[config.mk]
export PLATFORM = sky130hd
export DESIGN_NAME = md_back_flat
export DESIGN_NICKNAME = d
export VERILOG_FILES = /design/src/hw/rtl/md_pkg.sv /design/src/hw/rtl/md_if.sv /design/src/hw/rtl/md_back.sv /design/src/flat_wrapper.sv
export SDC_FILE = /design/constraint.sdc
export NUM_CORES = 1
export LEC_CHECK = 0
export ABC_AREA = 1
export BUFFER_PORTS_ARGS = -buffer_cell sky130_fd_sc_hd__buf_2
export CORE_MARGIN = 3
export CORE_UTILIZATION = 41
export CTS_BUF_LIST = sky130_fd_sc_hd__clkbuf_8
export CTS_CLUSTER_DIAMETER = 150
export DETAILED_ROUTE_END_ITERATION = 8
export MAX_ROUTING_LAYER = met4
export PLACE_DENSITY = 0.79
export SLEW_MARGIN = 20
export SYNTH_ARGS = -nofsm -noshare
export SYNTH_HDL_FRONTEND = slang
export SYNTH_SLANG_ARGS = --single-unit
[constraint.sdc]
create_clock -name clock -period 1.4 [get_ports clock]
set_input_delay 0.28 -clock clock [delete_from_list [all_inputs] [get_ports clock]]
set_output_delay 0.28 -clock clock [all_outputs]
set_load 0.005 [all_outputs]
[src/hw/rtl/md_pkg.sv]
// ----------------------------------------------------------------------------
// Multiply-divide package
// Widths, status and opcode codes, and the work record that travels down the
// division pipeline.
// ----------------------------------------------------------------------------
package md_pkg;

   localparam int OPERAND_WIDTH = 32;
   localparam int PORT_WIDTH    = 32;
   localparam int STATUS_WIDTH  = 2;

   typedef enum logic {
      MD_OP_SIGNED   = 1'b0,
      MD_OP_UNSIGNED = 1'b1
   } md_opcode_type;

   typedef enum logic [STATUS_WIDTH-1:0] {
      MD_ST_OK   = 2'd0,
      MD_ST_DIV0 = 2'd1,
      MD_ST_OVF  = 2'd2
   } md_status_type;

   typedef struct packed {
      logic                     uns;
      logic                     neg;
      logic                     div0;
      logic                     ovf;
      logic [OPERAND_WIDTH-1:0] dmag;
      logic [OPERAND_WIDTH-1:0] rem;
      logic [OPERAND_WIDTH-1:0] quo;
   } md_work_type;

endpackage

[src/hw/rtl/md_if.sv]


interface md_rsp_if;
   logic                            valid;
   logic                            ready;
   logic [md_pkg::PORT_WIDTH-1:0]   quotient;
   logic [md_pkg::STATUS_WIDTH-1:0] status;

   modport source (output valid, quotient, status, input ready);
   modport sink (input valid, quotient, status, output ready);
endinterface

[src/hw/rtl/md_back.sv]
// ----------------------------------------------------------------------------
// Multiply-divide back end
// Applies the sign, checks the signed range, sets the status and holds the
// result in the output register.
// ----------------------------------------------------------------------------
module md_back (
   input  logic                clock,
   input  logic                reset,
   input  logic                in_valid,
   output logic                in_ready,
   input  md_pkg::md_work_type in_work,
   md_rsp_if.source            rsp_if
);

   localparam int W = md_pkg::OPERAND_WIDTH;
   localparam int P = md_pkg::PORT_WIDTH;

   logic                  valid_ff;
   logic [P-1:0]          quotient_ff, quotient_in;
   md_pkg::md_status_type status_ff, status_in;
   logic                  range_ovf;
   logic [W-1:0]          signed_q;

   assign in_ready = !valid_ff || rsp_if.ready;

   always_comb begin
      signed_q = in_work.neg ? (W'(0) - in_work.quo) : in_work.quo;
      if (in_work.uns) begin
         range_ovf = 1'b0;
      end else if (in_work.neg) begin
         range_ovf = in_work.quo[W-1] && (in_work.quo[W-2:0] != '0);
      end else begin
         range_ovf = in_work.quo[W-1];
      end
      priority if (in_work.div0) begin
         status_in   = md_pkg::MD_ST_DIV0;
         quotient_in = '0;
      end else if (in_work.ovf || range_ovf) begin
         status_in   = md_pkg::MD_ST_OVF;
         quotient_in = '0;
      end else begin
         status_in   = md_pkg::MD_ST_OK;
         quotient_in = P'(signed_q);
      end
   end

   always_ff @(posedge clock) begin
      if (reset) begin
         valid_ff <= 1'b0;
      end else if (in_ready) begin
         valid_ff <= in_valid;
      end
   end

   always_ff @(posedge clock) begin
      if (in_ready) begin
         quotient_ff <= quotient_in;
         status_ff   <= status_in;
      end
   end

   assign rsp_if.valid    = valid_ff;
   assign rsp_if.quotient = quotient_ff;
   assign rsp_if.status   = status_ff;

endmodule

[src/flat_wrapper.sv]
// flat-port wrapper written by rule: the top's interface ports become plain ports
module md_back_flat 
  (clock, reset, in_valid, in_ready, in_work, rsp_if_valid, rsp_if_quotient, rsp_if_status, rsp_if_ready);
  md_rsp_if rsp_if_i ();
  input  logic clock;
  input  logic reset;
  input  logic in_valid;
  output logic in_ready;
  input  md_pkg::md_work_type in_work;
  output wire logic [$bits(rsp_if_i.valid)-1:0] rsp_if_valid;
  output wire logic [$bits(rsp_if_i.quotient)-1:0] rsp_if_quotient;
  output wire logic [$bits(rsp_if_i.status)-1:0] rsp_if_status;
  input wire logic [$bits(rsp_if_i.ready)-1:0] rsp_if_ready;
  assign rsp_if_valid = rsp_if_i.valid;
  assign rsp_if_quotient = rsp_if_i.quotient;
  assign rsp_if_status = rsp_if_i.status;
  assign rsp_if_i.ready = rsp_if_ready;
  md_back u_core (.clock(clock), .reset(reset), .in_valid(in_valid), .in_ready(in_ready), .in_work(in_work), .rsp_if(rsp_if_i));
endmodule
==> flow_metrics.py <==
metrics = {
    "clock_tree": {
        "cts_root_buffer": "clkbuf_8",
        "clk_pin_slew_ns": 0.06,
        "cts.sinks": 35,
        "cts_made_buffers": 5,
        "cts_hold_buf": 0,
        "cts_buffer_depth": 2,
        "clk_latency_ns": 0.28,
        "cts_tree": "built",
        "htreeDepth": 2,
    },
    "global_routing": {
        "grt_first_pass_wirelength_um": 9110,
        "grt-ovfl-total": 0,
        "grt_antenna_before_repair": 0,
        "grt.total_usage_pct": 18.5,
        "first_global_vias": 2070,
        "grt_max_degree": 26,
    },
    "layout": {
        "fill_cells": 418,
        "antenna_cells": 0,
        "multi_input_area_mm2": 0.00128,
        "seqCellArea_mm2": 0.00104,
        "drive_above_1_share_pct": 47.1,
        "area_growth_pct": 50.9,
        "final_nets": 548,
        "finish.instance_area_mm2": 0.00354,
    },
    "outcome": {
        "violations": "negative setup slack",
        "status": "complete, but fails checks",
    },
    "timing": {
        "rsz0062_at_grt": "yes",
        "max_slew_margin_pct": 81.0,
        "final_hold_viol_count": 0,
        "setup_ws_ns": -0.0171,
        "report.final.slew_viol_count": 0,
        "setup_viol": 1,
        "period_minus_slack_ns": 1.42,
        "tightest_slew_ns": 0.282,
        "fin_crit_sh_pct": 101,
        "finalSetupTns_ns": -0.0171,
        "clock.fmax_ghz": 0.706,
        "finalClockSkew_ns": 0.0154,
    },
    "worst_setup_path": {
        "worstSetupStartpoint": "in_work[14]",
        "rrSetupSlack_ns": 0.48,
        "endpoint": "u_core.rsp_if.quotient[6]",
        "path_class": "in2reg",
        "cp.required_ns": 1.53,
        "rr_endpoint": "u_core.rsp_if.quotient[21]",
        "cp-start-kind": "input pin",
        "end_kind": "flop",
        "arrival_ns": 1.55,
        "r2r_start": "u_core.rsp_if.valid",
        "cp_max_fo": 6,
        "rr_worst_depth": 2,
    },
    "routing": {
        "drcViolationCount": 0,
        "wl_per_cell_um": 12.9,
        "vias_per_cell": 4.75,
        "wirelength_um": 6620,
        "ant_nets": 0,
        "drtIter0Drc": 216,
        "drt-pass1-iter-count": 6,
        "dr_total_vias": 2441,
    },
    "synthesis": {
        "ys_seq_elements": 35,
        "postSynthCellCount": 306,
        "yosys.area_share.simple_pct": 38.5,
        "synth_edf_count": 34,
        "synth-xor-area-share_pct": 5.60,
        "syn_nets": 411,
        "yosys.cell_types.count": 22,
        "synth_area_leader_cell": "edfxtp_1",
        "synth_seq_area_share_pct": 44.4,
        "synth_top_area_share_pct": 43.5,
        "synthFlopType": "edfxtp_1",
        "synth_top_family_by_area": "simple AND/OR/NAND/NOR gates",
        "yosys_warnings": 0,
        "synth_compound_area_share_pct": 3.57,
        "synth.area.mux_share_pct": 0,
        "netlist_area_mm2": 0.00235,
        "synthArstFlopShare_pct": 0,
        "avgSynthCellArea_um2": 7.67,
        "synth_area_leaders": "edfxtp_1 (44%), nand2_1 (15%), nor2_2 (8.0%), nor2_1 (7.4%), inv_1 (5.4%)",
        "synthAdderAreaFrac_pct": 0.533,
    },
    "pwr": {
        "cellPowerDensity_mw_per_mm2": 758,
        "p_sw_uw": 735,
        "p_clk_share_pct": 27.3,
        "sequentialPowerShare_pct": 46.6,
        "p_comb_share_pct": 26.1,
        "vdd_drop_max_mv": 0.469,
        "power.leakage_nw": 1.80,
        "swShare_pct": 27.4,
        "p_int_mw": 1.95,
    },
    "placement": {
        "hpwl_um": 4860,
        "dpl_cell_area_mm2": 0.00321,
        "place_congestion": 0.949,
        "port-buffer-count": 75,
    },
    "floorplan": {
        "start_util_pct": 44.2,
        "boundaryPins": 140,
        "core.rowCount": 26,
        "die_y_um": 81.6,
        "core-area_mm2": 0.00530,
        "die_w_um": 81.6,
        "die_area_mm2": 0.00667,
    },
    "flow_run": {
        "maxCapViolations": 0,
    },
    "hold_path": {
        "hp-class": "in2reg",
    },
}
synth_stat cells (3+ instances only):
| cell | count |
|---|---|
| edfxtp_1 | 34 |
| nand4_1 | 6 |
| nand2_1 | 95 |
| nor2_2 | 30 |
| nand2_2 | 3 |
| a21oi_1 | 3 |
| inv_1 | 34 |
| o21ai_0 | 10 |
| buf_6 | 3 |
| nor2_1 | 46 |
| xor2_1 | 13 |
| nand3_1 | 16 |
kinds of logic (layout without fill, tap and decap cells):
kind of cell / Yosys count / after routing
AO/OA/AOI/OAI: 14 / 14
buffers and inverters: 40 / 178
adder cells (fa/ha/maj): 1 / 1
XOR/XNOR: 15 / 15
flip-flops: 35 / 35
AND/OR/NAND/NOR: 201 / 201
power groups by stage:
stage / Clock (mW) / Sequential, mW / Combinational (mW)
floorplan: 0 / 1.29 / 0.267
global placement: 0 / 1.27 / 0.603
detailed placement: 0 / 1.27 / 0.612
CTS: 0.745 / 1.25 / 0.616
global route: 0.803 / 1.25 / 0.765
finish: 0.732 / 1.25 / 0.701
cells in the final DEF, fill, tap and decap left out, drive strengths merged:
cell / n
a21oi: 3
buf: 134
clkbuf: 8
clkinv: 1
dfxtp: 1
edfxtp: 34
ha: 1
inv: 35
nand2: 98
nand3: 17
nand3b: 2
nand4: 6
nor2: 77
o21ai: 10
o21bai: 1
or2: 1
xnor2: 2
xor2: 13
layer usage:
metal | wire [um] | vias to the layer above | GRT usage (%)
li1 | - | 1235 | -
met1 | 2670 | 1079 | 23.6
met2 | 3400 | 118 | 30.9
met3 | 449 | 9 | 2.30
met4 | 100 | 0 | 5.48
met5 | 0 | - | -
registers in the layout (all words and copies together) (netlist names):
| name | count |
|---|---|
| u_core.rsp_if.quotient | 32 |
| u_core.rsp_if.status | 2 |
| u_core.rsp_if.valid | 1 |
what timing repair did:
item / CTS / global route
gates cloned: 0 / 3
setup buffers: 0 / 2
hold endpoints to repair: 0 / 0
endpoints found under the setup margin: 3 / 33
gates resized for setup: 1 / 41
pin swaps: 0 / 5
cell type report:
type	count	area share, %
multi-input combinational	231	36.1
sequential	35	29.4
timing repair buffer	136	25.8
inverter	34	3.68
tap	70	2.47
clock buffer	6	2.33
clock inverter	2	0.247
worst max-delay path, stage by stage:
cell and delay, ns:
buf_2 0.13, nor2_2 0.13, nand2_1 0.10, nor2_2 0.13
nand2_2 0.10, o21bai_4 0.19, nand3_4 0.17, clkbuf_16 0.22
nor2_2 0.09
metrics by stage:
| stage | setup WS (ns) | utilization [%] | cells | hold WS [ns] | total power, mW |
|---|---|---|---|---|---|
| 2_1_floorplan | -0.000201 | - | 306 | 0.349 | 1.56 |
| 3_3_place_gp | -0.273 | 60.6 | 501 | 0.433 | 1.87 |
| 3_5_place_dp | -0.272 | 60.6 | 501 | 0.437 | 1.88 |
| 4_1_cts | 0.00899 | 62.4 | 509 | 0.149 | 2.61 |
| 5_1_grt | -0.0637 | 66.8 | 514 | 0.153 | 2.82 |
| 6_report | -0.0171 | 66.8 | 514 | 0.157 | 2.68 |
worst min-delay path by stage:
| stage | startpoint | end | slack (ns) | depth (start not counted) |
|---|---|---|---|---|
| finish | reset | u_core.rsp_if.valid | 0.16 | 2 |
| global route | reset | u_core.rsp_if.valid | 0.15 | 2 |
| CTS | reset | u_core.rsp_if.valid | 0.15 | 2 |
| detailed placement | reset | u_core.rsp_if.valid | 0.44 | 2 |
| global placement | reset | u_core.rsp_if.valid | 0.43 | 2 |
| floorplan | reset | u_core.rsp_if.valid | 0.35 | 1 |
Note: power is estimated with default switching activity, not from simulation.
