[src/hw/rtl/md_pkg.sv]
// ----------------------------------------------------------------------------
// Multiply-divide package
// Widths, status and opcode codes, and the work record that travels down the
// division pipeline.
// ----------------------------------------------------------------------------
package md_pkg;

   localparam int OPERAND_WIDTH = 32;
   localparam int PORT_WIDTH    = 32;
   localparam int STATUS_WIDTH  = 2;

   typedef enum logic {
      MD_OP_SIGNED   = 1'b0,
      MD_OP_UNSIGNED = 1'b1
   } md_opcode_type;

   typedef enum logic [STATUS_WIDTH-1:0] {
      MD_ST_OK   = 2'd0,
      MD_ST_DIV0 = 2'd1,
      MD_ST_OVF  = 2'd2
   } md_status_type;

   typedef struct packed {
      logic                     uns;
      logic                     neg;
      logic                     div0;
      logic                     ovf;
      logic [OPERAND_WIDTH-1:0] dmag;
      logic [OPERAND_WIDTH-1:0] rem;
      logic [OPERAND_WIDTH-1:0] quo;
   } md_work_type;

endpackage

[src/hw/rtl/md_if.sv]
// ----------------------------------------------------------------------------
// Multiply-divide channels
// Request and response channels with valid/ready handshake.
// ----------------------------------------------------------------------------
interface md_req_if;
   logic                          valid;
   logic                          ready;
   logic                          opcode;
   logic [md_pkg::PORT_WIDTH-1:0] operand_a;
   logic [md_pkg::PORT_WIDTH-1:0] operand_b;
   logic [md_pkg::PORT_WIDTH-1:0] divisor;

   modport source (output valid, opcode, operand_a, operand_b, divisor, input ready);
   modport sink (input valid, opcode, operand_a, operand_b, divisor, output ready);
endinterface


[src/hw/rtl/md_front.sv]
// ----------------------------------------------------------------------------
// Multiply-divide front end
// Three stages: operand magnitudes and signs, the double-width product, then
// the rounding addend and the quotient range check.
// ----------------------------------------------------------------------------
module md_front (
   input  logic                clock,
   input  logic                reset,
   md_req_if.sink              req_if,
   output logic                out_valid,
   input  logic                out_ready,
   output md_pkg::md_work_type out_work
);

   localparam int W = md_pkg::OPERAND_WIDTH;

   typedef struct packed {
      logic         uns;
      logic         neg;
      logic         div0;
      logic [W-1:0] amag;
      logic [W-1:0] bmag;
      logic [W-1:0] dmag;
   } md_mag_type;

   typedef struct packed {
      logic           uns;
      logic           neg;
      logic           div0;
      logic [W-1:0]   dmag;
      logic [2*W-1:0] prod;
   } md_prod_type;

   logic                v0_ff, v1_ff, v2_ff;
   logic                rdy0, rdy1, rdy2;
   md_mag_type          s0_ff, s0_in;
   md_prod_type         s1_ff, s1_in;
   md_pkg::md_work_type s2_ff, s2_in;

   logic [W-1:0]   a_raw, b_raw, c_raw;
   logic           uns;
   logic [2*W-1:0] num;

   always_comb begin
      rdy2 = !v2_ff || out_ready;
      rdy1 = !v1_ff || rdy2;
      rdy0 = !v0_ff || rdy1;
   end

   assign req_if.ready = rdy0;

   always_comb begin
      a_raw = req_if.operand_a[W-1:0];
      b_raw = req_if.operand_b[W-1:0];
      c_raw = req_if.divisor[W-1:0];
      uns   = (req_if.opcode == md_pkg::MD_OP_UNSIGNED);
      s0_in.uns  = uns;
      s0_in.div0 = (c_raw == '0);
      s0_in.neg  = !uns && (a_raw[W-1] ^ b_raw[W-1] ^ c_raw[W-1]);
      s0_in.amag = (!uns && a_raw[W-1]) ? (W'(0) - a_raw) : a_raw;
      s0_in.bmag = (!uns && b_raw[W-1]) ? (W'(0) - b_raw) : b_raw;
      s0_in.dmag = (!uns && c_raw[W-1]) ? (W'(0) - c_raw) : c_raw;
   end

   always_comb begin
      s1_in.uns  = s0_ff.uns;
      s1_in.neg  = s0_ff.neg;
      s1_in.div0 = s0_ff.div0;
      s1_in.dmag = s0_ff.dmag;
      s1_in.prod = (2*W)'(s0_ff.amag) * (2*W)'(s0_ff.bmag);
   end

   always_comb begin
      num = s1_ff.prod + (s1_ff.uns ? (2*W)'(s1_ff.dmag >> 1) : '0);
      s2_in.uns  = s1_ff.uns;
      s2_in.neg  = s1_ff.neg;
      s2_in.div0 = s1_ff.div0;
      s2_in.dmag = s1_ff.dmag;
      s2_in.ovf  = (num[2*W-1:W] >= s1_ff.dmag);
      s2_in.rem  = num[2*W-1:W];
      s2_in.quo  = num[W-1:0];
   end

   always_ff @(posedge clock) begin
      if (reset) begin
         v0_ff <= 1'b0;
         v1_ff <= 1'b0;
         v2_ff <= 1'b0;
      end else begin
         if (rdy0) v0_ff <= req_if.valid;
         if (rdy1) v1_ff <= v0_ff;
         if (rdy2) v2_ff <= v1_ff;
      end
   end

   always_ff @(posedge clock) begin
      if (rdy0) s0_ff <= s0_in;
      if (rdy1) s1_ff <= s1_in;
      if (rdy2) s2_ff <= s2_in;
   end

   assign out_valid = v2_ff;
   assign out_work  = s2_ff;

endmodule

[src/flat_wrapper.sv]
// flat-port wrapper written by rule: the top's interface ports become plain ports
module md_front_flat 
  (clock, reset, out_valid, out_ready, out_work, req_if_valid, req_if_opcode, req_if_operand_a, req_if_operand_b, req_if_divisor, req_if_ready);
  md_req_if req_if_i ();
  input  logic clock;
  input  logic reset;
  output logic out_valid;
  input  logic out_ready;
  output md_pkg::md_work_type out_work;
  input wire logic [$bits(req_if_i.valid)-1:0] req_if_valid;
  input wire logic [$bits(req_if_i.opcode)-1:0] req_if_opcode;
  input wire logic [$bits(req_if_i.operand_a)-1:0] req_if_operand_a;
  input wire logic [$bits(req_if_i.operand_b)-1:0] req_if_operand_b;
  input wire logic [$bits(req_if_i.divisor)-1:0] req_if_divisor;
  output wire logic [$bits(req_if_i.ready)-1:0] req_if_ready;
  assign req_if_i.valid = req_if_valid;
  assign req_if_i.opcode = req_if_opcode;
  assign req_if_i.operand_a = req_if_operand_a;
  assign req_if_i.operand_b = req_if_operand_b;
  assign req_if_i.divisor = req_if_divisor;
  assign req_if_ready = req_if_i.ready;
  md_front u_core (.clock(clock), .reset(reset), .req_if(req_if_i), .out_valid(out_valid), .out_ready(out_ready), .out_work(out_work));
endmodule
[config.mk]
export PLATFORM = sky130hd
export DESIGN_NAME = md_front_flat
export DESIGN_NICKNAME = d
export VERILOG_FILES = /design/src/hw/rtl/md_pkg.sv /design/src/hw/rtl/md_if.sv /design/src/hw/rtl/md_front.sv /design/src/flat_wrapper.sv
export SDC_FILE = /design/constraint.sdc
export NUM_CORES = 2
export LEC_CHECK = 0
export ABC_AREA = 1
export BUFFER_PORTS_ARGS = -buffer_cell sky130_fd_sc_hd__buf_2
export CAP_MARGIN = 20
export CORE_ASPECT_RATIO = 0.6
export CORE_MARGIN = 2
export CORE_UTILIZATION = 40
export CTS_CLUSTER_SIZE = 28
export DETAILED_ROUTE_END_ITERATION = 12
export HOLD_SLACK_MARGIN = 0.15
export SETUP_SLACK_MARGIN = 0.4
export SLEW_MARGIN = 20
export SYNTH_ARGS = -nofsm -noshare
export SYNTH_HDL_FRONTEND = slang
export SYNTH_SLANG_ARGS = --single-unit
[constraint.sdc]
create_clock -name clock -period 7.9 [get_ports clock]
set_input_delay 1.58 -clock clock [delete_from_list [all_inputs] [get_ports clock]]
set_output_delay 1.58 -clock clock [all_outputs]
set_load 0.05 [all_outputs]
==> metrics.csv <==
metric;value;unit
status;finished clean;
synthesized flop and latch total;301;
initial antenna violation count;1;
# setup viols final;0;
Syn-to-layout area delta;11.55;%
Slew Limit Fails;0;
Worst path max stage delay;0.64;ns
share of layout cells above drive strength 1;7.400;%
CP dominant cell by count;fa_1;
Gate Count Post-Synth;6842;
count of cell types in the netlist;37;
CTS Hold Bufs;0;
Fin. Hold Viols;0;
DR pass1 iterations;6;
Top FF cell, synth;edfxtp_1;
Root Driver;clkbuf_16;
die height;284.9;um
YS warnings;0;
Reg area;0.009009;mm2
clock sink count;301;
Placer Congestion;0.9491;
Iter 0 DRT Violations;4080;
Die W;472.2;um
worst-path cell chain;buf_4 -> buf_4 -> nand2_1 -> inv_1 -> fa_1 -> inv_1 -> fa_1 -> inv_1 -> fa_1 -> inv_1 -> fa_1 -> fa_1 -> fa_1 -> inv_1 -> ha_1 -> ha_1 -> ha_1 -> nand2_1 -> nor3_1 -> nand2_1 -> nor3_1 -> nand2_1 -> nand4_1 -> nand2_1;
setup TNS;0;ns
Worst Setup End Kind;register;
critical path fanouts, max;13;
Post-synth EDFFs;298;
I/O pin total;203;
top-count cell post-synth;nand2_1;
Reg clk slew, reported paths;0.07;ns
Overall Global Routing Usage;25.04;%
Syn Nets;8169;
Bufs on Longest Clock Path;3;
Seq/Total Area, Yosys;17.12;%
Post-DP HPWL;141200;um
Period minus WS final;7.298;ns
drt total wl;164600;um
ant diodes;0;
slowest CP cell;edfxtp_1;
CP startpoint kind;register;
WS Path Type;register to register;
Syn Area/Cell;7.689;um2
Max Clock Freq;137.0;MHz
Vias/cell;4.785;
post-route ant nets;0;
Critical Path AT;7.63;ns
wire length per cell;18.57;um
core area;0.1311;mm2
Skew-Pair Late Insertion Delay;0.60;ns
total CTS buffers;37;
Placed Area;0.05631;mm2
Worst Clk Skew;0.05826;ns
H-tree Lvls;2;
worst slew pin tran;1.000;ns
largest area contributor in the netlist;fa_1;
Worst Hold Class;register to register;
port bufs;202;
Initial Utilization;40.14;%
register-to-register setup slack;0.60;ns
die area;0.1345;mm2
mapped cell area;0.05261;mm2
total number of vias;42430;
Multi-input gate area;0.03504;mm2
largest net degree at the start of global routing;74;
number of global-route vias before repair;42870;
CTS tree;yes;
Residual DRC;0;
# rows;103;
Yosys top cell area share;34.14;%
fin nets;8437;
max cap viols;0;
WP data required;8.24;ns
fillers;12970;
delay-heaviest family, CP;adder cells;
final worst path period share;92.37;%
first-pass GRT wire length;256700;um
headroom to the max-slew limit;33.31;%
WHS;0.4161;ns
grt total ovfl;0;
ys async rst share;0;%
CP bufs+invs;7;
largest cells by area after synthesis;fa_1 (34%), edfxtp_1 (17%), nand2_1 (15%);
Final Instance Area;0.05868;mm2
RSZ-0062 raised after global routing;false;
commonest cells in the netlist;nand2_1 (2131), inv_1 (2082), fa_1 (897);
## final timing paths
path	start	end	cells after the start
max reg2reg	u_core.s0_ff[59]	u_core.s1_ff[56]	24
min reg2reg	u_core.s1_ff[96]	u_core.out_work[97]	0
min	u_core.s1_ff[96]	u_core.out_work[97]	0
max	u_core.s0_ff[59]	u_core.s1_ff[56]	24
## per-layer routing
| metal | routed length, um | global-route usage [%] | up-vias |
|---|---|---|---|
| met1 | 80220 | 39.37 | 20500 |
| met2 | 63550 | 34.43 | 1751 |
| met3 | 18290 | 6.729 | 135 |
| met5 | 19 | 0 | - |
| met4 | 2564 | 4.022 | 2 |
| li1 | - | - | 20040 |
## worst reg2reg max path, cell delays in order, from the launching register on
cell and delay (ns):
edfxtp_1 0.64, buf_4 0.32, buf_4 0.22, nand2_1 0.09
inv_1 0.06, fa_1 0.49, inv_1 0.07, fa_1 0.54
inv_1 0.05, fa_1 0.47, inv_1 0.05, fa_1 0.51
fa_1 0.44, fa_1 0.56, inv_1 0.06, ha_1 0.28
ha_1 0.28, ha_1 0.52, nand2_1 0.23, nor3_1 0.53
nand2_1 0.15, nor3_1 0.16, nand2_1 0.15, nand4_1 0.10
nand2_1 0.06
## through the flow
stage	setup WS (ns)	instances	utilization, %
2_1_floorplan	0.8325	6842	-
3_3_place_gp	0.3966	8724	42.96
3_5_place_dp	0.3859	8724	42.96
4_1_cts	0.3930	8803	44.03
5_1_grt	0.4067	8867	44.77
6_report	0.6025	8867	44.77
## registers in the layout, indices dropped and copies added (netlist names)
register / cells
u_core.s0_ff: 99
u_core.v1_ff: 1
u_core.out_valid: 1
u_core.out_work: 100
u_core.v0_ff: 1
u_core.s1_ff: 99
## cell type report
| class | instances | share of cell area, % |
|---|---|---|
| multi-input cells | 4251 | 59.71 |
| clock buffers | 43 | 1.653 |
| clock inverters | 21 | 0.4670 |
| flip-flops and latches | 301 | 15.35 |
| inverters | 2086 | 13.35 |
| repair buffers | 433 | 5.778 |
| well taps | 1732 | 3.693 |
## kinds of logic after synthesis
kind of cell,Yosys count,share of synthesized area [%]
flops,301,17.12
compound gates,161,1.644
simple gates,2718,20.49
xor+xnor,146,2.431
fa+ha+maj,1226,41.96
buf+inv,2290,16.35
## layout by cell type (no fill, tap or decap), types with 4 or more instances in the layout
cell type  synthesis  routed
nand2_1         2131    2129
inv_1           2082    2081
fa_1             897     897
ha_1             329     329
edfxtp_1         298     298
nor2_1           265     263
buf_2              3     202
buf_4              0     178
nand3_1          180     177
xor2_1           128     128
a21oi_1           94      93
buf_12             0      51
nand4_1           48      48
nor3_1            45      45
o21ai_0           38      38
clkbuf_16          0      38
xnor2_1           18      18
o21bai_1          14      14
nor2_2             8      10
nand3b_1           9       9
nor4_1             8       8
or2_2              6       6
bufinv_16          0       5
clkbuf_1         201       5
clkinv_2           0       5
o21ai_1            4       4
nor3_2             4       4
or2_1              4       4
clkinv_1           1       4
## repair_timing
action / in CTS / in global routing
setup buffers: 15 / 64
hold endpoints to repair: 0 / 0
setup endpoints to repair: 5 / 42
resized for setup: 0 / 8
Power is left out: the tool's default activity adds up to more than one toggle a clock period on the data nets, which glitch-free logic cannot reach.
