<file path="src/hw/rtl/md_pkg.sv">
// ----------------------------------------------------------------------------
// Multiply-divide package
// Widths, status and opcode codes, and the work record that travels down the
// division pipeline.
// ----------------------------------------------------------------------------
package md_pkg;

   localparam int OPERAND_WIDTH = 32;
   localparam int PORT_WIDTH    = 32;
   localparam int STATUS_WIDTH  = 2;

   typedef enum logic {
      MD_OP_SIGNED   = 1'b0,
      MD_OP_UNSIGNED = 1'b1
   } md_opcode_type;

   typedef enum logic [STATUS_WIDTH-1:0] {
      MD_ST_OK   = 2'd0,
      MD_ST_DIV0 = 2'd1,
      MD_ST_OVF  = 2'd2
   } md_status_type;

   typedef struct packed {
      logic                     uns;
      logic                     neg;
      logic                     div0;
      logic                     ovf;
      logic [OPERAND_WIDTH-1:0] dmag;
      logic [OPERAND_WIDTH-1:0] rem;
      logic [OPERAND_WIDTH-1:0] quo;
   } md_work_type;

endpackage

</file>
<file path="src/hw/rtl/md_div_stage.sv">
// ----------------------------------------------------------------------------
// Multiply-divide division stage
// One restoring division step: one quotient bit per stage.
// ----------------------------------------------------------------------------
module md_div_stage (
   input  logic                clock,
   input  logic                reset,
   input  logic                in_valid,
   output logic                in_ready,
   input  md_pkg::md_work_type in_work,
   output logic                out_valid,
   input  logic                out_ready,
   output md_pkg::md_work_type out_work
);

   localparam int W = md_pkg::OPERAND_WIDTH;

   logic                valid_ff;
   md_pkg::md_work_type work_ff, work_in;
   logic [W:0]          trial;
   logic [W:0]          diff;
   logic                take;

   assign in_ready = !valid_ff || out_ready;

   always_comb begin
      trial   = {in_work.rem, in_work.quo[W-1]};
      diff    = trial - {1'b0, in_work.dmag};
      take    = (trial >= {1'b0, in_work.dmag});
      work_in     = in_work;
      work_in.rem = take ? diff[W-1:0] : trial[W-1:0];
      work_in.quo = {in_work.quo[W-2:0], take};
   end

   always_ff @(posedge clock) begin
      if (reset) begin
         valid_ff <= 1'b0;
      end else if (in_ready) begin
         valid_ff <= in_valid;
      end
   end

   always_ff @(posedge clock) begin
      if (in_ready) work_ff <= work_in;
   end

   assign out_valid = valid_ff;
   assign out_work  = work_ff;

endmodule

</file>
<file path="config.mk">
export PLATFORM = sky130hd
export DESIGN_NAME = md_div_stage
export DESIGN_NICKNAME = d
export VERILOG_FILES = /design/src/hw/rtl/md_pkg.sv /design/src/hw/rtl/md_div_stage.sv
export SDC_FILE = /design/constraint.sdc
export NUM_CORES = 1
export LEC_CHECK = 0
export ABC_AREA = 1
export BUFFER_PORTS_ARGS = -buffer_cell sky130_fd_sc_hd__buf_2
export CAP_MARGIN = 10
export CORE_MARGIN = 3
export CORE_UTILIZATION = 40
export CTS_CLUSTER_SIZE = 12
export DETAILED_ROUTE_END_ITERATION = 8
export GPL_TIMING_DRIVEN = 0
export PLACE_DENSITY = 0.7
export SETUP_SLACK_MARGIN = 0.02
export SLEW_MARGIN = 5
export SYNTH_ARGS = -nofsm -noshare
export SYNTH_HDL_FRONTEND = slang
export SYNTH_SLANG_ARGS = --single-unit
</file>
<file path="constraint.sdc">
create_clock -name clock -period 5.07 [get_ports clock]
set_input_delay 1.014 -clock clock [delete_from_list [all_inputs] [get_ports clock]]
set_output_delay 1.014 -clock clock [all_outputs]
set_load 0.02 [all_outputs]
</file>
==> impl_metrics.toml, run 1 <==
[placement]
hpwlAfterDp_um = 12910
gp_congestion = 0.8734
place.port_buffers = 205
placement.setup.worst_slack_ns = 1.868
dp.cells = 1147

[floorplanning]
dieArea_um2 = 17120
row_count = 44
ios = 206
die_x_um = 130.8
coreArea_um2 = 14860
die_h_um = 130.8
initial_utilization_pct = 41.94

[pwr]
p_comb_share_pct = 27.2
p_per_area_nw_per_um2 = 302.8
p_int_mw = 1.591
p_seq_share_pct = 44.1
p_sw_mw = 0.7752
clkPwrFrac_pct = 28.7
p_sw_share_pct = 32.76
p_leak_nw = 4.241
peakVddDrop_mv = 0.1461

[sta]
drv_slew = 0
rsz0062_at_grt = "no"
hold_ws_ns = 0.8060
final.min_clock_period_ns = 3.087
setup_violations = 0
min_period_over_period_pct = 60.89
max_freq_ghz = 0.3239
final_hold_viol_count = 0
skew_ns = 0.009070
worstMarginPinSlew_ns = 0.4780
max_slew_margin_pct = 68.13
timing.final.ws_setup_ns = 1.983

[clock_tree]
cts_num_sinks = 101
cts_buffers = 9
holdBufCountCts = 0
clock_path_buffers = 2
cts_tree = "yes"
clk_pin_slew_ns = 0.07
cts_resized = 0
post_cts.repair.setup_buffers = 0
htree_num_levels = 3
clkLatencyLatePin_ns = 0.36
root_buffer = "clkbuf_16"

[global_routing]
grt_pass1_wl_um = 24430
track_usage_pct = 18.66
grt.met1_usage_pct = 25.06
grt_pass1_vias = 4918
top_usage_layer = "met2"
grt-ovfl-total = 0
antenna_found_initial = 0
met2_usage_pct = 30.17
grt_use_met3_pct = 4.268
grt_max_degree = 70

[setup_path]
cp.arrival_ns = 2.07
critical_path_buf_inv_count = 4
crit_slowest_cell = "nand2_4"
cp_common_cell = "buf_2"
worstSetupStartpointType = "primary input"
crit_family = "buffers and inverters"
critPathCaptureType = "output pin"
required_ns = 4.06
max_stage_delay_ns = 0.35
critPathKind = "in2out"
path_max_fanout = 69
crit_chain = "buf_2, inv_1, nand2_4, buf_16, buf_2"

[synth]
synth_edf_count = 100
synth_area_leaders = "edfxtp_1 (48%), nand2_1 (17%), inv_1 (9.1%)"
yosysWarnings = 0
synth_top_area_share_pct = 48.17
synth.most_common_cell = "nand2_1"
postSynth.asyncResetShare_pct = 0
synth_nets = 894
synth_common_cells = "nand2_1 (277), inv_1 (151), edfxtp_1 (100)"
synth.cell_area_um2 = 6233
synth.distinct_cells = 30
ys_seq_area_share_pct = 48.49
synth_flop_cell = "edfxtp_1"
syn_avg_cell_area_um2 = 8.234
synth_seq_cells = 101
post-synth-top-area-cell = "edfxtp_1"
synthCells = 757

[drt]
avgRoutedWirePerCell_um = 13.71
drt-initial-drc-count = 247
routed_wl_um = 15950
vias = 5291
firstDrtPassIters = 5
antenna_left = 0
avgViaCountPerCell = 4.549
post-route-drc-count = 0

[layout]
drive_gt1_share_pct = 27.17
nFillCells = 1439
multi_input_area_um2 = 2559
finalNetCount = 1111
regArea_um2 = 3023
fin_util_pct = 52.58
final_cells = 1163
syn_to_final_growth_pct = 25.37
n_antenna_cell = 0

[job]
maxCapViolations = 0

[status]
status = "completed"

[worst_hold_path]
min_path_type = "in2reg"
==> state kept, by name (all words and copies together), names as in the netlist <==
register   count
out_valid      1
out_work     100
==> cells in the final DEF (no fill, tap or decap), types with 2 or more instances in the layout <==
cell	n
xor2_1	13
nor3_2	2
nand3_1	52
and2_1	8
nand2_4	2
nand2_2	4
inv_8	3
o21ai_0	2
inv_2	3
edfxtp_1	100
nor3_1	6
ha_1	32
nand4_1	2
clkinv_4	2
nand3_2	16
nand3b_1	10
nand2_1	276
buf_2	212
nor2_2	5
a21oi_1	22
nor2_1	34
clkbuf_16	9
inv_1	151
==> power groups by stage <==
stage	sequential [mW]	combinational [mW]	clock (mW)
CTS	1.04	0.652	0.702
global placement	1.06	0.644	0
global route	1.05	0.723	0.727
floorplan	1.19	0.307	0
detailed placement	1.06	0.648	0
finish	1.04	0.644	0.679
==> layout make-up <==
| type | instances | share of cell area, % |
|---|---|---|
| Clock buffer | 9 | 2.882 |
| Tap cell | 184 | 2.946 |
| Inverter | 154 | 7.397 |
| Sequential cell | 101 | 38.68 |
| Timing Repair Buffer | 206 | 13.48 |
| Clock inverter | 7 | 0.8325 |
| Buffer | 10 | 1.041 |
| Multi-Input combinational cell | 492 | 32.74 |
==> stage by stage <==
step	total power, mW	instance area (um^2)	setup TNS, ns
4_1_cts	2.398	7815	0
6_report	2.367	7815	0
2_1_floorplan	1.497	6233	0
5_1_grt	2.503	7815	0
3_5_place_dp	1.710	7525	0
3_3_place_gp	1.707	7490	-0.5538
==> path summary, 6_finish.rpt <==
path | from | endpoint | slack [ns] | depth (start not counted)
min | reset | out_valid | 0.81 | 2
max | out_ready | in_ready | 1.98 | 5
min reg2reg | out_valid | out_valid | 0.85 | 2
max reg2reg | out_valid | out_work[14] | 3.66 | 2
==> logic make-up (layout without fill, tap and decap cells) <==
kind of cell             count (synthesis)  count (layout)  synth area share (%)
AO/OA/AOI/OAI                           25              25                 2.047
adder cells (fa/ha/maj)                 33              33                 6.744
flip-flops                             101             101                 48.49
XOR/XNOR                                14              14                 1.967
AND/OR/NAND/NOR                        420             420                 30.17
buffers and inverters                  164             386                 10.58
==> layer usage <==
metal / wire length [um] / vias up
li1: - / 2806
met1: 7461 / 2306
met2: 7185 / 165
met3: 1073 / 14
met4: 226 / 0
met5: 0 / -
(Power assumes the default switching activity.)
==> inputs of run 2 (changes only) <==
--- a/config.mk
+++ b/config.mk
@@ -5,7 +5,7 @@
 export SDC_FILE = /design/constraint.sdc
 export NUM_CORES = 1
 export LEC_CHECK = 0
-export ABC_AREA = 1
+export ABC_AREA = 0
 export BUFFER_PORTS_ARGS = -buffer_cell sky130_fd_sc_hd__buf_2
 export CAP_MARGIN = 10
 export CORE_MARGIN = 3
@@ -13,7 +13,7 @@
 export CTS_CLUSTER_SIZE = 12
 export DETAILED_ROUTE_END_ITERATION = 8
 export GPL_TIMING_DRIVEN = 0
-export PLACE_DENSITY = 0.7
+export PLACE_DENSITY = 0.72
 export SETUP_SLACK_MARGIN = 0.02
 export SLEW_MARGIN = 5
 export SYNTH_ARGS = -nofsm -noshare
==> constraint.sdc (replaced) <==
create_clock -name clock -period 3.2 [get_ports clock]
set_input_delay 0.64 -clock clock [delete_from_list [all_inputs] [get_ports clock]]
set_output_delay 0.64 -clock clock [all_outputs]
set_load 0.02 [all_outputs]
==> run 2 against run 1 <==
Register-to-register slack worse by 2.0 ns. Critical path depth is 9 higher. Design area is 4.3% lower. Synthesized area is 16% lower. Count of clock-buffer cells in the layout is 1 higher. Via count is 18% lower. Utilization is 6.2 points higher. Hold slack worse by 0.37 ns. Power is 61% higher. Clock skew is 0.0017 ns lower. First-iteration DRC count is 26% lower. Worst setup slack worse by 1.9 ns.
==> impl_metrics.toml, run 2 <==
[drt]
drt-initial-drc-count = 182
post-route-drc-count = 0
vias = 4323
firstDrtPassIters = 4
routed_wl_um = 14030
antenna_left = 0
avgViaCountPerCell = 5.038
avgRoutedWirePerCell_um = 16.35

[synth]
synth_area_leaders = "edfxtp_1 (57%), ha_1 (7.7%), a21oi_1 (5.4%)"
synth_compound_area_share_pct = 14.29
synth.cell_area_um2 = 5226
synth_edf_count = 100
synth_flop_cell = "edfxtp_1"
synth_seq_cells = 101
synth-simple-area-share_pct = 8.571
synth_top_family_by_area = "compound AO/OA/AOI/OAI gates"
synthCells = 445
synth_top_area_share_pct = 57.46
synth.distinct_cells = 48
yosysWarnings = 0
synth_nets = 582
synth_mux_area_share_pct = 2.538
synth_adder_area_share_pct = 8.044
postSynth.asyncResetShare_pct = 0
syn_avg_cell_area_um2 = 11.74
synth.most_common_cell = "edfxtp_1"
post-synth-top-area-cell = "edfxtp_1"
synth-xor-area-share_pct = 4.525
ys_seq_area_share_pct = 57.84
synth_common_cells = "edfxtp_1 (100), a21oi_1 (56), inv_1 (39)"

[global_routing]
grt_pass1_vias = 4412
grt-ovfl-total = 0
grt_max_degree = 65
track_usage_pct = 18.97
antenna_found_initial = 0
grt_pass1_wl_um = 21820

[pwr]
peakVddDrop_mv = 0.2239
p_per_area_nw_per_um2 = 510.7
p_leak_nw = 3.342

[floorplanning]
die_x_um = 120.3
initial_utilization_pct = 41.08
coreArea_um2 = 12720
row_count = 41
dieArea_um2 = 14470
die_h_um = 120.3
ios = 206

[clock_tree]
clkLatencyLatePin_ns = 0.35
cts_num_sinks = 101
cts_tree = "yes"
htree_num_levels = 3
holdBufCountCts = 0
clock_path_buffers = 2
cts_buffers = 9
root_buffer = "clkbuf_16"
clk_pin_slew_ns = 0.07

[worst_hold_path]
holdPathStages = 2
min_from = "reset"
min_path_type = "in2reg"
hold_path_end = "out_valid"

[setup_path]
crit_slowest_cell = "or4_4"
cp_common_cell = "buf_6"
critPathCaptureType = "flop"
cp.arrival_ns = 3.20
crit_family = "compound AO/OA/AOI/OAI gates"
required_ns = 3.30
reg2reg_to = "out_work[35]"
ff2ff_setup_slack_ns = 1.71
timing.rr.start = "out_valid"
max_stage_delay_ns = 0.54
critical_path_buf_inv_count = 5
crit_chain = "buf_2, inv_1, ha_4, buf_6, nand2_2, or4_4, a21oi_4, nor3_4, a211oi_4, o21ai_4, o31ai_4, buf_6, buf_12, mux2_4"
reg2reg_depth = 2
worstSetupStartpointType = "primary input"
critPathKind = "in2reg"
path_max_fanout = 6

[sta]
final_hold_viol_count = 0
final.min_clock_period_ns = 3.107
drv_slew = 0
min_period_over_period_pct = 97.10
skew_ns = 0.007365
max_freq_ghz = 0.3218
hold_ws_ns = 0.4346
rsz0062_at_grt = "yes"
max_slew_margin_pct = 61.53
worstMarginPinSlew_ns = 0.5771
setup_violations = 0

[placement]
gp_congestion = 0.8258
place.port_buffers = 205
dp.cells = 823
hpwlAfterDp_um = 10340

[layout]
drive_gt1_share_pct = 44.31
largest_register_ffs = 100
syn_to_final_growth_pct = 43.05
nFillCells = 1117
final_cell_mix = "buf_2 (196), edfxtp_1 (100), a21oi_1 (51)"
final_common_cell = "buf_2"
n_antenna_cell = 0
final_cells = 858
finalNetCount = 818

[status]
status = "completed"

[job]
maxCapViolations = 0
[run 2: final cells by class]
class / count / area, um^2 / area share (%)
timing repair buffer: 229 / 1306 / 17.47
multi-input combinational: 290 / 2367 / 31.67
buffer: 11 / 115.1 / 1.540
sequential: 101 / 3023 / 40.44
tap: 172 / 215.2 / 2.879
clock buffer: 10 / 229.0 / 3.063
inverter: 39 / 163.9 / 2.192
clock inverter: 6 / 56.30 / 0.7531
[run 2: per-layer routing]
metal / vias up / share of wire [%] / global-route usage (%)
met5: - / 0 / 0
met4: 0 / 1.9 / 7.082
met3: 20 / 6.0 / 3.227
met2: 159 / 49 / 31.72
met1: 2033 / 43 / 24.90
li1: 2111 / - / -
[run 2: worst max path at each step]
| stage | start | slack (ns) | cells past startpoint | to |
|---|---|---|---|---|
| finish | in_work[73] | 0.09 | 14 | out_work[45] |
| global route | in_work[31] | -0.01 | 13 | out_work[62] |
| floorplan | in_work[71] | -0.12 | 12 | out_work[55] |
| detailed placement | in_work[71] | -0.83 | 14 | out_work[46] |
| CTS | in_work[79] | -0.03 | 14 | out_work[45] |
| global placement | in_work[71] | -0.82 | 14 | out_work[46] |
[run 2: kinds of logic after synthesis]
group / after synthesis
AOI/OAI and AO/OA: 119
DFF: 101
and+or+nand+nor: 99
buffers and inverters: 54
adders and majority gates: 33
xor gates and xnor gates: 27
muxes: 12
[run 2: report_power, final]
part           leakage, nW  total, mW  switching, mW  internal [mW]
sequential            1.04       1.66         0.0329           1.63
combinational         2.17       1.11          0.645          0.468
clock                0.137       1.04          0.497          0.543
[run 2: what timing repair did]
item                       in CTS  in global routing
gates resized for setup        45                 47
setup endpoints to repair      33                 32
pin swaps                      18                 12
cloned                          1                  0
buffers inserted               17                  6
[run 2: stage by stage]
stage	power [mW]	worst slack (ns)	util, %	setup TNS, ns	area, um^2
detailed placement	2.658	-0.8292	52.26	-24.33	6649
finish	3.818	0.09271	58.76	0	7476
global route	4.005	-0.01105	58.76	-0.01105	7476
CTS	3.803	-0.02890	57.19	-0.1919	7276
global placement	2.642	-0.8219	52.01	-24.64	6616
floorplan	2.332	-0.1156	-	-0.6676	5375
